===== src/rtl/ddrpd_pkg.sv =====
// Shared types and constants of the differential-drive ramped PWM duty block.
`default_nettype none

package ddrpd_pkg;

    // One command beat: a new polar setpoint or a ramp tick.
    typedef struct packed {
        logic               opcode;
        logic signed [15:0] linear_speed;
        logic signed [15:0] angular_speed;
    } cmd_t;

    // One result beat: sign-magnitude duties of both motors.
    typedef struct packed {
        logic [15:0] left_primary_duty;
        logic [15:0] left_secondary_duty;
        logic [15:0] right_primary_duty;
        logic [15:0] right_secondary_duty;
    } duty_t;

    localparam logic OP_SETPOINT = 1'b0;
    localparam logic OP_TICK     = 1'b1;

    localparam int CFG_INDEX_W = 3;
    localparam int CFG_DATA_W  = 16;

    localparam logic [CFG_INDEX_W-1:0] CFG_ACCEL_STEP       = 3'd0;
    localparam logic [CFG_INDEX_W-1:0] CFG_DUTY_OFFSET      = 3'd1;
    localparam logic [CFG_INDEX_W-1:0] CFG_PERIOD_SCALE     = 3'd2;
    localparam logic [CFG_INDEX_W-1:0] CFG_HALF_TRACK_MM    = 3'd3;
    localparam logic [CFG_INDEX_W-1:0] CFG_PERCENT_PER_SPEED = 3'd4;

    localparam logic [7:0]  ACCEL_STEP_RST        = 8'd5;
    localparam logic [15:0] DUTY_OFFSET_RST       = 16'd50;
    localparam logic [7:0]  PERIOD_SCALE_RST      = 8'd40;
    localparam logic [10:0] HALF_TRACK_MM_RST     = 11'd100;
    localparam logic [15:0] PERCENT_PER_SPEED_RST = 16'd3277;

    // Mixing divisor (mrad to rad) and the percent limit.
    localparam logic [10:0] MIX_DIVISOR   = 11'd1000;
    localparam logic [16:0] PCT_LIMIT     = 17'd100;
    localparam logic [6:0]  PCT_LIMIT_MAG = 7'd100;

    // Bit-serial step counts of the shift-add and shift-subtract loops.
    localparam int MIX_MUL_STEPS  = 11;
    localparam int DIV_STEPS      = 27;
    localparam int PCT_MUL_STEPS  = 16;
    localparam int DUTY_MUL_STEPS = 7;
    localparam int CNT_W          = $clog2(DIV_STEPS);

    localparam logic [CNT_W-1:0] MIX_MUL_LAST  = CNT_W'(MIX_MUL_STEPS - 1);
    localparam logic [CNT_W-1:0] DIV_LAST      = CNT_W'(DIV_STEPS - 1);
    localparam logic [CNT_W-1:0] PCT_MUL_LAST  = CNT_W'(PCT_MUL_STEPS - 1);
    localparam logic [CNT_W-1:0] DUTY_MUL_LAST = CNT_W'(DUTY_MUL_STEPS - 1);

    typedef enum logic [3:0] {
        ST_IDLE,
        ST_MIX_MUL,
        ST_MIX_DIV,
        ST_SUM,
        ST_PCT_MUL,
        ST_CLAMP,
        ST_RAMP,
        ST_DUTY_MUL,
        ST_DUTY_OUT
    } state_t;

endpackage

`default_nettype wire


===== src/rtl/diff_drive_ramped_pwm_duty.sv =====
// Differential-drive motor block: setpoint mixing, ramped percents and PWM duties.
// A tick beat ramps the percents and then forms the duties; a setpoint beat first mixes,
// divides and scales into new clamped targets. The serial divide by 1000 and the percent
// multiply are the longest steps of the setpoint path. A new command is taken only in idle.
// The result register lets a new command enter while the last result waits to be taken.
// Reset (rst_n low, asynchronous) restores the register defaults and zeroes all percents.
`default_nettype none

module diff_drive_ramped_pwm_duty (
    input  wire logic                                 clk,
    input  wire logic                                 rst_n,

    input  wire logic                                 cmd_valid,
    output logic                                      cmd_ready,
    input  wire ddrpd_pkg::cmd_t                      cmd,

    output logic                                      duty_valid,
    input  wire logic                                 duty_ready,
    output ddrpd_pkg::duty_t                          duty,

    input  wire logic                                 cfg_valid,
    output logic                                      cfg_ready,
    input  wire logic [ddrpd_pkg::CFG_INDEX_W-1:0]    cfg_index,
    input  wire logic [ddrpd_pkg::CFG_DATA_W-1:0]     cfg_data
);

    // Lane 0 carries the left wheel, lane 1 the right wheel.
    localparam int LANE_LEFT  = 0;
    localparam int LANE_RIGHT = 1;

    // Ramp one current percent toward its target by at most the step.
    function automatic logic signed [7:0] ramp_pct(
        input logic signed [7:0] cur,
        input logic signed [7:0] tgt,
        input logic        [7:0] step
    );
        logic signed [9:0] c;
        logic signed [9:0] t;
        logic signed [9:0] up;
        logic signed [9:0] dn;
        logic signed [9:0] r;
        c  = 10'(cur);
        t  = 10'(tgt);
        up = c + $signed({2'b00, step});
        dn = c - $signed({2'b00, step});
        if (c < t) begin
            r = (up < t) ? up : t;
        end
        else if (c > t) begin
            r = (dn > t) ? dn : t;
        end
        else begin
            r = c;
        end
        return r[7:0];
    endfunction

    // Control state.
    ddrpd_pkg::state_t                  state_reg, state_next;
    logic [ddrpd_pkg::CNT_W-1:0]        cnt_reg, cnt_next;
    logic signed [7:0]                  cur_reg [2];
    logic signed [7:0]                  cur_next [2];
    logic signed [7:0]                  tgt_reg [2];
    logic signed [7:0]                  tgt_next [2];
    logic                               duty_valid_reg, duty_valid_next;

    // Configuration registers.
    logic [7:0]                         accel_step_reg;
    logic [15:0]                        duty_offset_reg;
    logic [7:0]                         period_scale_reg;
    logic [10:0]                        half_track_reg;
    logic [15:0]                        pct_scale_reg;

    // Datapath shift registers.
    logic [15:0]                        lin_reg, lin_next;
    logic                               ang_neg_reg, ang_neg_next;
    logic [15:0]                        mcand_reg, mcand_next;
    logic [26:0]                        mix_reg, mix_next;
    logic [9:0]                         rem_reg, rem_next;
    logic [16:0]                        mag_reg [2];
    logic [16:0]                        mag_next [2];
    logic                               neg_reg [2];
    logic                               neg_next [2];
    logic [32:0]                        pprod_reg [2];
    logic [32:0]                        pprod_next [2];
    logic [14:0]                        dprod_reg [2];
    logic [14:0]                        dprod_next [2];
    logic                               dneg_reg [2];
    logic                               dneg_next [2];
    ddrpd_pkg::duty_t                   duty_reg, duty_next;

    // Combinational datapath terms.
    logic [16:0]                        mix_sum;
    logic [10:0]                        div_trial;
    logic                               div_bit;
    logic [17:0]                        mix_tc;
    logic [17:0]                        lin_ext;
    logic [17:0]                        wheel [2];
    logic [17:0]                        pct_sum [2];
    logic [6:0]                         pct_mag [2];
    logic signed [7:0]                  ramped [2];
    logic signed [7:0]                  cur_src [2];
    logic [6:0]                         cur_mag [2];
    logic [8:0]                         duty_sum [2];
    logic [16:0]                        drive [2];
    logic [15:0]                        drive_sat [2];
    logic                               cmd_take;
    logic                               out_free;

    assign cmd_ready  = (state_reg == ddrpd_pkg::ST_IDLE);
    assign cmd_take   = cmd_valid && cmd_ready;
    assign out_free   = !duty_valid_reg || duty_ready;
    assign cfg_ready  = 1'b1;
    assign duty_valid = duty_valid_reg;
    assign duty       = duty_reg;

    // Arithmetic of each serial step. Every term is narrow: one small add or
    // compare per lane per cycle.
    always_comb
    begin
        // Shift-add multiply |ang| * half_track, one multiplier bit per cycle.
        mix_sum   = {1'b0, mix_reg[26:11]} + {1'b0, mcand_reg};
        // Restoring divide by 1000, one quotient bit per cycle.
        div_trial = {rem_reg, mix_reg[26]};
        div_bit   = (div_trial >= ddrpd_pkg::MIX_DIVISOR);
        // Signed mix term and the two wheel speeds, quotient truncated toward zero.
        mix_tc    = ang_neg_reg ? (~{1'b0, mix_reg[16:0]} + 18'd1) : {1'b0, mix_reg[16:0]};
        lin_ext   = {{2{lin_reg[15]}}, lin_reg};
        wheel[LANE_RIGHT] = lin_ext + mix_tc;
        wheel[LANE_LEFT]  = lin_ext - mix_tc;
        for (int i = 0; i < 2; i++) begin
            pct_sum[i] = {1'b0, pprod_reg[i][32:16]} + {1'b0, mag_reg[i]};
            pct_mag[i] = (pprod_reg[i][32:16] > ddrpd_pkg::PCT_LIMIT)
                       ? ddrpd_pkg::PCT_LIMIT_MAG : pprod_reg[i][6+16:16];
            ramped[i]  = ramp_pct(cur_reg[i], tgt_reg[i], accel_step_reg);
            cur_src[i] = (state_reg == ddrpd_pkg::ST_RAMP) ? ramped[i] : cur_reg[i];
            cur_mag[i] = cur_src[i][7] ? 7'(-cur_src[i]) : cur_src[i][6:0];
            duty_sum[i] = {1'b0, dprod_reg[i][14:7]} + {1'b0, period_scale_reg};
            drive[i]    = {2'b00, dprod_reg[i]} + {1'b0, duty_offset_reg};
            drive_sat[i] = drive[i][16] ? 16'hFFFF : drive[i][15:0];
        end
    end

    // Sequencer: next state, step counter and every register's next value.
    always_comb
    begin
        state_next      = state_reg;
        cnt_next        = cnt_reg;
        cur_next        = cur_reg;
        tgt_next        = tgt_reg;
        lin_next        = lin_reg;
        ang_neg_next    = ang_neg_reg;
        mcand_next      = mcand_reg;
        mix_next        = mix_reg;
        rem_next        = rem_reg;
        mag_next        = mag_reg;
        neg_next        = neg_reg;
        pprod_next      = pprod_reg;
        dprod_next      = dprod_reg;
        dneg_next       = dneg_reg;
        duty_next       = duty_reg;
        duty_valid_next = duty_valid_reg && !duty_ready;

        unique case (state_reg)
            ddrpd_pkg::ST_IDLE:
            begin
                if (cmd_take) begin
                    if (cmd.opcode == ddrpd_pkg::OP_SETPOINT) begin
                        lin_next     = cmd.linear_speed;
                        ang_neg_next = cmd.angular_speed[15];
                        mcand_next   = cmd.angular_speed[15]
                                     ? 16'(-cmd.angular_speed) : cmd.angular_speed;
                        mix_next     = {16'd0, half_track_reg};
                        cnt_next     = ddrpd_pkg::MIX_MUL_LAST;
                        state_next   = ddrpd_pkg::ST_MIX_MUL;
                    end
                    else begin
                        state_next   = ddrpd_pkg::ST_RAMP;
                    end
                end
            end

            ddrpd_pkg::ST_MIX_MUL:
            begin
                mix_next = mix_reg[0] ? {mix_sum, mix_reg[10:1]} : {1'b0, mix_reg[26:1]};
                if (cnt_reg == '0) begin
                    rem_next   = '0;
                    cnt_next   = ddrpd_pkg::DIV_LAST;
                    state_next = ddrpd_pkg::ST_MIX_DIV;
                end
                else begin
                    cnt_next = cnt_reg - 1'b1;
                end
            end

            ddrpd_pkg::ST_MIX_DIV:
            begin
                rem_next = div_bit ? 10'(div_trial - ddrpd_pkg::MIX_DIVISOR) : div_trial[9:0];
                mix_next = {mix_reg[25:0], div_bit};
                if (cnt_reg == '0) begin
                    state_next = ddrpd_pkg::ST_SUM;
                end
                else begin
                    cnt_next = cnt_reg - 1'b1;
                end
            end

            ddrpd_pkg::ST_SUM:
            begin
                for (int i = 0; i < 2; i++) begin
                    neg_next[i]   = wheel[i][17];
                    mag_next[i]   = wheel[i][17] ? 17'(~wheel[i] + 18'd1) : wheel[i][16:0];
                    pprod_next[i] = {17'd0, pct_scale_reg};
                end
                cnt_next   = ddrpd_pkg::PCT_MUL_LAST;
                state_next = ddrpd_pkg::ST_PCT_MUL;
            end

            ddrpd_pkg::ST_PCT_MUL:
            begin
                for (int i = 0; i < 2; i++) begin
                    pprod_next[i] = pprod_reg[i][0] ? {pct_sum[i], pprod_reg[i][15:1]}
                                                   : {1'b0, pprod_reg[i][32:1]};
                end
                if (cnt_reg == '0) begin
                    state_next = ddrpd_pkg::ST_CLAMP;
                end
                else begin
                    cnt_next = cnt_reg - 1'b1;
                end
            end

            ddrpd_pkg::ST_CLAMP:
            begin
                // The right target takes the opposite sign of its wheel speed.
                tgt_next[LANE_LEFT]  = neg_reg[LANE_LEFT]
                                     ? -$signed({1'b0, pct_mag[LANE_LEFT]})
                                     :  $signed({1'b0, pct_mag[LANE_LEFT]});
                tgt_next[LANE_RIGHT] = neg_reg[LANE_RIGHT]
                                     ?  $signed({1'b0, pct_mag[LANE_RIGHT]})
                                     : -$signed({1'b0, pct_mag[LANE_RIGHT]});
                for (int i = 0; i < 2; i++) begin
                    dneg_next[i]  = cur_src[i][7];
                    dprod_next[i] = {8'd0, cur_mag[i]};
                end
                cnt_next   = ddrpd_pkg::DUTY_MUL_LAST;
                state_next = ddrpd_pkg::ST_DUTY_MUL;
            end

            ddrpd_pkg::ST_RAMP:
            begin
                for (int i = 0; i < 2; i++) begin
                    cur_next[i]   = ramped[i];
                    dneg_next[i]  = cur_src[i][7];
                    dprod_next[i] = {8'd0, cur_mag[i]};
                end
                cnt_next   = ddrpd_pkg::DUTY_MUL_LAST;
                state_next = ddrpd_pkg::ST_DUTY_MUL;
            end

            ddrpd_pkg::ST_DUTY_MUL:
            begin
                for (int i = 0; i < 2; i++) begin
                    dprod_next[i] = dprod_reg[i][0] ? {duty_sum[i], dprod_reg[i][6:1]}
                                                   : {1'b0, dprod_reg[i][14:1]};
                end
                if (cnt_reg == '0) begin
                    state_next = ddrpd_pkg::ST_DUTY_OUT;
                end
                else begin
                    cnt_next = cnt_reg - 1'b1;
                end
            end

            ddrpd_pkg::ST_DUTY_OUT:
            begin
                // Wait here while the previous result still sits unclaimed.
                if (out_free) begin
                    duty_next.left_primary_duty    = dneg_reg[LANE_LEFT]
                                                   ? duty_offset_reg : drive_sat[LANE_LEFT];
                    duty_next.left_secondary_duty  = dneg_reg[LANE_LEFT]
                                                   ? drive_sat[LANE_LEFT] : duty_offset_reg;
                    duty_next.right_primary_duty   = dneg_reg[LANE_RIGHT]
                                                   ? duty_offset_reg : drive_sat[LANE_RIGHT];
                    duty_next.right_secondary_duty = dneg_reg[LANE_RIGHT]
                                                   ? drive_sat[LANE_RIGHT] : duty_offset_reg;
                    duty_valid_next = 1'b1;
                    state_next      = ddrpd_pkg::ST_IDLE;
                end
            end

            default:
            begin
                state_next = ddrpd_pkg::ST_IDLE;
            end
        endcase
    end

    // Control registers and percents.
    always_ff @(posedge clk or negedge rst_n)
    begin
        if (!rst_n) begin
            state_reg      <= ddrpd_pkg::ST_IDLE;
            cnt_reg        <= '0;
            cur_reg        <= '{default: '0};
            tgt_reg        <= '{default: '0};
            duty_valid_reg <= 1'b0;
        end
        else begin
            state_reg      <= state_next;
            cnt_reg        <= cnt_next;
            cur_reg        <= cur_next;
            tgt_reg        <= tgt_next;
            duty_valid_reg <= duty_valid_next;
        end
    end

    // Configuration registers; a write to an unknown index is dropped.
    always_ff @(posedge clk or negedge rst_n)
    begin
        if (!rst_n) begin
            accel_step_reg   <= ddrpd_pkg::ACCEL_STEP_RST;
            duty_offset_reg  <= ddrpd_pkg::DUTY_OFFSET_RST;
            period_scale_reg <= ddrpd_pkg::PERIOD_SCALE_RST;
            half_track_reg   <= ddrpd_pkg::HALF_TRACK_MM_RST;
            pct_scale_reg    <= ddrpd_pkg::PERCENT_PER_SPEED_RST;
        end
        else if (cfg_valid && cfg_ready) begin
            unique case (cfg_index)
                ddrpd_pkg::CFG_ACCEL_STEP:        accel_step_reg   <= cfg_data[7:0];
                ddrpd_pkg::CFG_DUTY_OFFSET:       duty_offset_reg  <= cfg_data;
                ddrpd_pkg::CFG_PERIOD_SCALE:      period_scale_reg <= cfg_data[7:0];
                ddrpd_pkg::CFG_HALF_TRACK_MM:     half_track_reg   <= cfg_data[10:0];
                ddrpd_pkg::CFG_PERCENT_PER_SPEED: pct_scale_reg    <= cfg_data;
                default:
                begin
                end
            endcase
        end
    end

    // Payload shift registers need no reset.
    always_ff @(posedge clk)
    begin
        lin_reg     <= lin_next;
        ang_neg_reg <= ang_neg_next;
        mcand_reg   <= mcand_next;
        mix_reg     <= mix_next;
        rem_reg     <= rem_next;
        mag_reg     <= mag_next;
        neg_reg     <= neg_next;
        pprod_reg   <= pprod_next;
        dprod_reg   <= dprod_next;
        dneg_reg    <= dneg_next;
        duty_reg    <= duty_next;
    end

    // The left percents never leave the clamp range.
    assert property (@(posedge clk) disable iff (!rst_n)
        (tgt_reg[LANE_LEFT] >= -8'sd100) && (tgt_reg[LANE_LEFT] <= 8'sd100) &&
        (cur_reg[LANE_LEFT] >= -8'sd100) && (cur_reg[LANE_LEFT] <= 8'sd100))
        else $error("left percent out of range");

    // The right percents never leave the clamp range.
    assert property (@(posedge clk) disable iff (!rst_n)
        (tgt_reg[LANE_RIGHT] >= -8'sd100) && (tgt_reg[LANE_RIGHT] <= 8'sd100) &&
        (cur_reg[LANE_RIGHT] >= -8'sd100) && (cur_reg[LANE_RIGHT] <= 8'sd100))
        else $error("right percent out of range");

    // The sequencer starts work only on an accepted command beat.
    assert property (@(posedge clk) disable iff (!rst_n)
        (state_reg == ddrpd_pkg::ST_IDLE) && !cmd_valid |=> (state_reg == ddrpd_pkg::ST_IDLE))
        else $error("sequencer left idle without a command");

    // A finished result waits rather than overwrite one still unclaimed.
    assert property (@(posedge clk) disable iff (!rst_n)
        (state_reg == ddrpd_pkg::ST_DUTY_OUT) && duty_valid_reg && !duty_ready
        |=> (state_reg == ddrpd_pkg::ST_DUTY_OUT) && duty_valid_reg)
        else $error("result register overwritten while stalled");

endmodule

`default_nettype wire

===== config.mk =====
export PLATFORM = sky130hd
export DESIGN_NAME = diff_drive_ramped_pwm_duty
export DESIGN_NICKNAME = d
export VERILOG_FILES = /design/src/rtl/ddrpd_pkg.sv /design/src/rtl/diff_drive_ramped_pwm_duty.sv
export SDC_FILE = /design/constraint.sdc
export NUM_CORES = 1
export LEC_CHECK = 0
export BUFFER_PORTS_ARGS = -buffer_cell sky130_fd_sc_hd__buf_4
export CAP_MARGIN = 40
export CORE_MARGIN = 2
export CORE_UTILIZATION = 65
export DETAILED_ROUTE_END_ITERATION = 10
export PLACE_DENSITY_LB_ADDON = 0.3
export SLEW_MARGIN = 25
export SYNTH_ARGS = -nofsm -noshare
export SYNTH_HDL_FRONTEND = slang
export SYNTH_SLANG_ARGS = --single-unit

===== constraint.sdc =====
create_clock -name clk -period 10.8 [get_ports clk]
set_input_delay 2.16 -clock clk [delete_from_list [all_inputs] [get_ports clk]]
set_output_delay 2.16 -clock clk [all_outputs]
set_load 0.05 [all_outputs]

# --- Yosys cells after proc, flatten, opt, wreduce, memory -nomap -nowiden ---
# Index checks and enable logic that the tools add are counted.
totals:
  register_bits: 369
  in_bits: 57
  elab_cells: 170
classes:
  bitwise_logic: 4
  reduce_logical: 26
  n_lt_le_gt_ge: 11
  muxes: 54
  add_sub_neg: 23
  eq_ne: 20
op_table:
  columns: ["cell", "count"]
  rows:
  - ["case mux 66 bit (2 select lines)", 1]
  - ["two-way mux 16 bit", 6]
  - ["two-way mux 8 bit", 12]
  - ["two-way mux 27 bit", 3]
  - ["case mux 27 bit (3 select lines)", 1]
  - ["two-way mux 33 bit", 2]
  - ["case mux 30 bit (2 select lines)", 1]
  - ["two-way mux 15 bit", 3]
  - ["adder 17 x 17 -> 18 bit", 2]
  - ["adder 15 x 16 -> 17 bit", 2]
  - ["adder 17 x 1 -> 17 bit, second input constant", 2]
  - ["greater-than comparator 17 x 7 -> 1 bit, second input constant", 2]
  - ["two-way mux 17 bit", 2]
  - ["inverter 17 bit", 2]
  - ["case mux 4 bit (8 select lines)", 1]
  - ["two-way mux 7 bit", 4]
  - ["case mux 5 bit (5 select lines)", 1]
  - ["two-way mux 4 bit", 6]
  - ["adder 8 x 9 -> 10 bit", 2]
  - ["greater-than comparator 10 x 8 -> 1 bit", 2]
  - ["less-than comparator 10 x 8 -> 1 bit", 2]
  - ["two-way mux 10 bit", 2]
  - ["two-way mux 5 bit", 4]
  - ["case mux 10 bit (2 select lines)", 1]
  - ["other kinds (43)", 72]

# --- Depth between registers and ports, before layout ---
logic_depth:
  depth_word: 9
  depth_mapped: 26
  ltp_nobuf: 26

# --- Least setup slack after synthesis ---
# OpenSTA, ideal clock, no wires.
synth_path:
  kind: "register -> register"
  startpoint: "register state_reg[0]"
  endpoint: "register pprod_reg[0] (netlist name), enable pin"
  synth_period_minus_slack_ns: 6.155
  required_time_ns: 10.219
  setup_ns: 0.581
  path_buffers: 1
  setup_slack_ns: 4.645
  path_stages_with_launch: 4
  arrival_time_ns: 5.574
  path_cell_list: "dfrtp_1 -> clkbuf_1 -> nand2_1 -> o21ai_0"
synth_between:
  elab_chain_len: 2
  elab_cells_between_ends: 3
synth_rtl:
  columns: ["element", "line", "source"]
  rows:
  - ["start: declaration", "diff_drive_ramped_pwm_duty.sv:59", "ddrpd_pkg::state_t state_reg, state_next;"]
  - ["start signal: assignment", "diff_drive_ramped_pwm_duty.sv:303", "state_reg <= ddrpd_pkg::ST_IDLE;"]
  - ["start signal: assignment", "diff_drive_ramped_pwm_duty.sv:310", "state_reg <= state_next;"]
  - ["== test 4 x 3 -> 1 bit / == test 4 x 2 -> 1 bit (equally long branches)", "diff_drive_ramped_pwm_duty.sv:164", "unique case (state_reg)"]
  - ["nonzero test 2 bit (no source line) *", null, null]
  - ["end signal: assignment", "diff_drive_ramped_pwm_duty.sv:352", "pprod_reg <= pprod_next;"]
  - ["end: declaration", "diff_drive_ramped_pwm_duty.sv:84", "logic [32:0] pprod_reg [2];"]
# Every way passes the cells marked *; elsewhere a longest branch is shown, timed or not.
# A chain may end at the register's enable or synchronous reset.

==> impl_metrics.py <==
metrics = {
    "sta": {
        "grt_setup_unrepaired": "no",
        "timing_hold_violations_final": 0,
        "relSlewSlack_pct": 44.96,
        "min_period_over_period_pct": 52.35,
        "slew_viol_final": 0,
        "min_period_ns": 5.654,
        "skew_ns": 0.01378,
        "max_freq_mhz": 176.9,
        "worstMarginPinSlew_ns": 0.8213,
        "setup_slack_ns": 5.146,
        "tns_ns": 0,
        "setup_viol": 0,
    },
    "flow_run": {
        "drv_cap": 0,
    },
    "status": {
        "status": "completed",
    },
    "cts": {
        "insertion_delay_ns": 0.56,
        "cts_buffers": 40,
        "clk_pin_slew_ns": 0.07,
        "cts_setup_buffers": 0,
        "hold_buffers": 0,
        "ctsResizeCount": 0,
        "cts-htree-levels": 2,
        "tritoncts": "yes",
        "cts.sinks": 368,
        "cts_root_buffer": "clkbuf_16",
        "clockBufferDepth": 3,
    },
    "synthesis": {
        "ys.flop_type": "edfxtp_1",
        "synth_common_cells": "edfxtp_1 (267), nand2_1 (258), ha_1 (230)",
        "yosysMostFrequentCell": "edfxtp_1",
        "synthesis.area_um2": 25200,
        "syn_inst": 2552,
        "synth_top_area_cell": "edfxtp_1",
        "synth-edff-count": 267,
        "synth.distinct_cells": 91,
        "yosys.area.top_type_share_pct": 31.82,
        "ys_warn_count": 0,
        "synth.avg_cell_area_um2": 9.874,
        "synth.area.top_cells": "edfxtp_1 (32%), ha_1 (11%), dfrtp_1 (8.3%)",
        "syn_nets": 2852,
        "synth-seq-cells": 368,
        "synthArstFlopShare_pct": 27.45,
        "yosysSeqAreaShare_pct": 41.93,
    },
    "worst_setup_path": {
        "cp_max_fo": 5,
        "reg2reg_slack_ns": 5.15,
        "critPathSlowestCell": "dfstp_2",
        "end_kind": "flop",
        "worstSetupPathType": "flop to flop",
        "rr_worst_depth": 23,
        "worst_r2r_startpoint": "accel_step_reg[2]",
        "r2r_end": "dprod_reg[21]",
        "critical_path.cell_chain": "inv_1, ha_1, or2_2, o211a_1, o21ai_0, a21oi_1, xor2_1, inv_1, ha_1, nand4_1, nor3_1, nand2_1, a31oi_1, buf_4, mux2_2, a22oi_1, o21ai_0, inv_1, ha_1, o211ai_1, o41ai_1, xor2_1, a21oi_1",
        "start_kind": "flop",
        "cp.required_ns": 11.10,
        "cp_data_arrival_time_ns": 5.95,
        "slowest_delay_ns": 0.55,
    },
    "finish": {
        "layout.nets": 2961,
        "largest_reg_flops": 66,
        "diodes": 0,
        "fin_area_um2": 28190,
        "drive_above_1_share_pct": 12.70,
        "fill_cells": 2711,
        "syn_to_final_growth_pct": 11.88,
        "final_core_util_pct": 73.29,
    },
    "global_routing": {
        "grt_max_degree": 67,
        "grt_pass1_vias": 19340,
        "overflow": 0,
        "grt.total_usage_pct": 30.28,
        "antenna_found_initial": 0,
        "grt_pass1_wl_mm": 99.30,
    },
    "worst_hold_path": {
        "hold_path_depth": 1,
        "worstHoldStart": "pct_scale_reg[9]",
        "worstHoldEndpoint": "pct_scale_reg[9]",
        "min_path_type": "flop to flop",
    },
    "pwr": {
        "p_int_mw": 5.793,
        "p_switching_mw": 4.701,
        "p_clk_share_pct": 14.1,
        "vdd_drop_max_v": 0.0002063,
        "p_total_mw": 10.49,
        "p_seq_share_pct": 26.9,
        "switching_share_pct": 44.80,
        "p_leak_nw": 11.68,
        "p_comb_share_pct": 59.0,
        "power_density_nw_per_um2": 372.2,
    },
    "drt": {
        "wl_per_cell_um": 19.22,
        "wl_mm": 61.69,
        "via_per_inst": 6.199,
        "ant_nets": 0,
        "drc": 0,
        "drt_iter0_drc": 1474,
        "num_vias": 19900,
        "firstDrtPassIters": 6,
    },
    "placement": {
        "numPortBuffers": 122,
        "dpl_cell_area_um2": 26720,
        "place.gp.congestion": 0.9775,
        "pre_cts_slack_ns": 5.239,
        "hpwl_mm": 46.27,
    },
    "floorplanning": {
        "start_util_pct": 65.51,
        "io_pins": 124,
        "fp.dieH_um": 200.9,
        "fp.dieArea_um2": 40360,
        "rows": 72,
        "core_area_um2": 38470,
        "die-width_um": 200.9,
    },
}
[how the worst max path moves through the flow]
| stage | endpoint | slack, ns | cells past startpoint | startpoint |
|---|---|---|---|---|
| floorplan | pprod_reg[0] | 4.65 | 3 | state_reg[0] |
| global placement | dprod_reg[21] | 5.20 | 22 | accel_step_reg[2] |
| detailed placement | dprod_reg[21] | 5.24 | 23 | accel_step_reg[2] |
| CTS | dprod_reg[21] | 5.21 | 23 | accel_step_reg[2] |
| global route | dprod_reg[6] | 4.64 | 24 | accel_step_reg[0] |
| finish | dprod_reg[21] | 5.15 | 23 | accel_step_reg[2] |
[worst max-delay path: cells and delay by family, from the launching register on]
family	cells	cell delay, ns
AOI/OAI and AO/OA	9	1.97
xor gates and xnor gates	2	0.41
adders and majority gates	3	0.80
buffers and inverters	4	0.49
DFF	1	0.55
muxes	1	0.33
and+or+nand+nor	4	0.81
[logic make-up (layout without fill, tap and decap cells)]
kind of cell	after synthesis	count (layout)	share of synthesized area, %
other	1	1	0.01488
XOR/XNOR	206	206	7.294
flip-flops	368	368	41.93
AND/OR/NAND/NOR	739	739	13.68
buffers and inverters	233	373	3.530
AO/OA/AOI/OAI	644	644	16.11
multiplexers	117	117	4.945
adder cells (fa/ha/maj)	244	244	12.49
[final cells by class]
cell class / count / area, µm² / share of cell area, %
Clock buffer: 58 / 1161 / 4.118
Clock inverter: 15 / 259.0 / 0.9187
Inverter: 149 / 559.3 / 1.984
Multi-Input combinational cell: 1951 / 13820 / 49.03
Sequential cell: 368 / 10570 / 37.48
Tap cell: 518 / 648.1 / 2.299
Timing Repair Buffer: 151 / 1176 / 4.172
[stage by stage]
step,cells,hold WS [ns]
after floorplan,2552,0.4653
after global placement,3129,0.4893
after detailed placement,3134,0.4996
after CTS,3207,0.5140
after global routing,3210,0.5349
final,3210,0.5117
[power by group through the flow]
stage | sequential [mW] | combinational, mW | clock [mW]
2_1_floorplan | 2.62 | 4.78 | 0
3_3_place_gp | 2.81 | 5.80 | 0
5_1_grt | 2.87 | 6.87 | 1.55
6_report | 2.82 | 6.19 | 1.48
4_1_cts | 2.81 | 6.10 | 1.50
3_5_place_dp | 2.82 | 6.05 | 0
[cell usage in the layout, fill, tap and decap left out, types with 62 or more instances in the layout]
cell,n
edfxtp_1,267
nand2_1,258
ha_1,230
nor2_1,193
o21ai_0,191
a21oi_1,160
inv_1,147
buf_4,147
xnor2_1,142
dfrtp_1,84
nor3_1,62
[routing by layer]
metal  part of all wire [%]  global-route usage (%)  up-vias  wire length [µm]
met5                      0                       0        -                 0
met4                    3.7                   12.38        0              2300
met3                    5.8                   3.701      152              3608
met2                     49                   52.26      746             30470
met1                     41                   38.83     9521             25300
li1                       -                       -     9481                 -
Power figures use the tool's default switching activity.
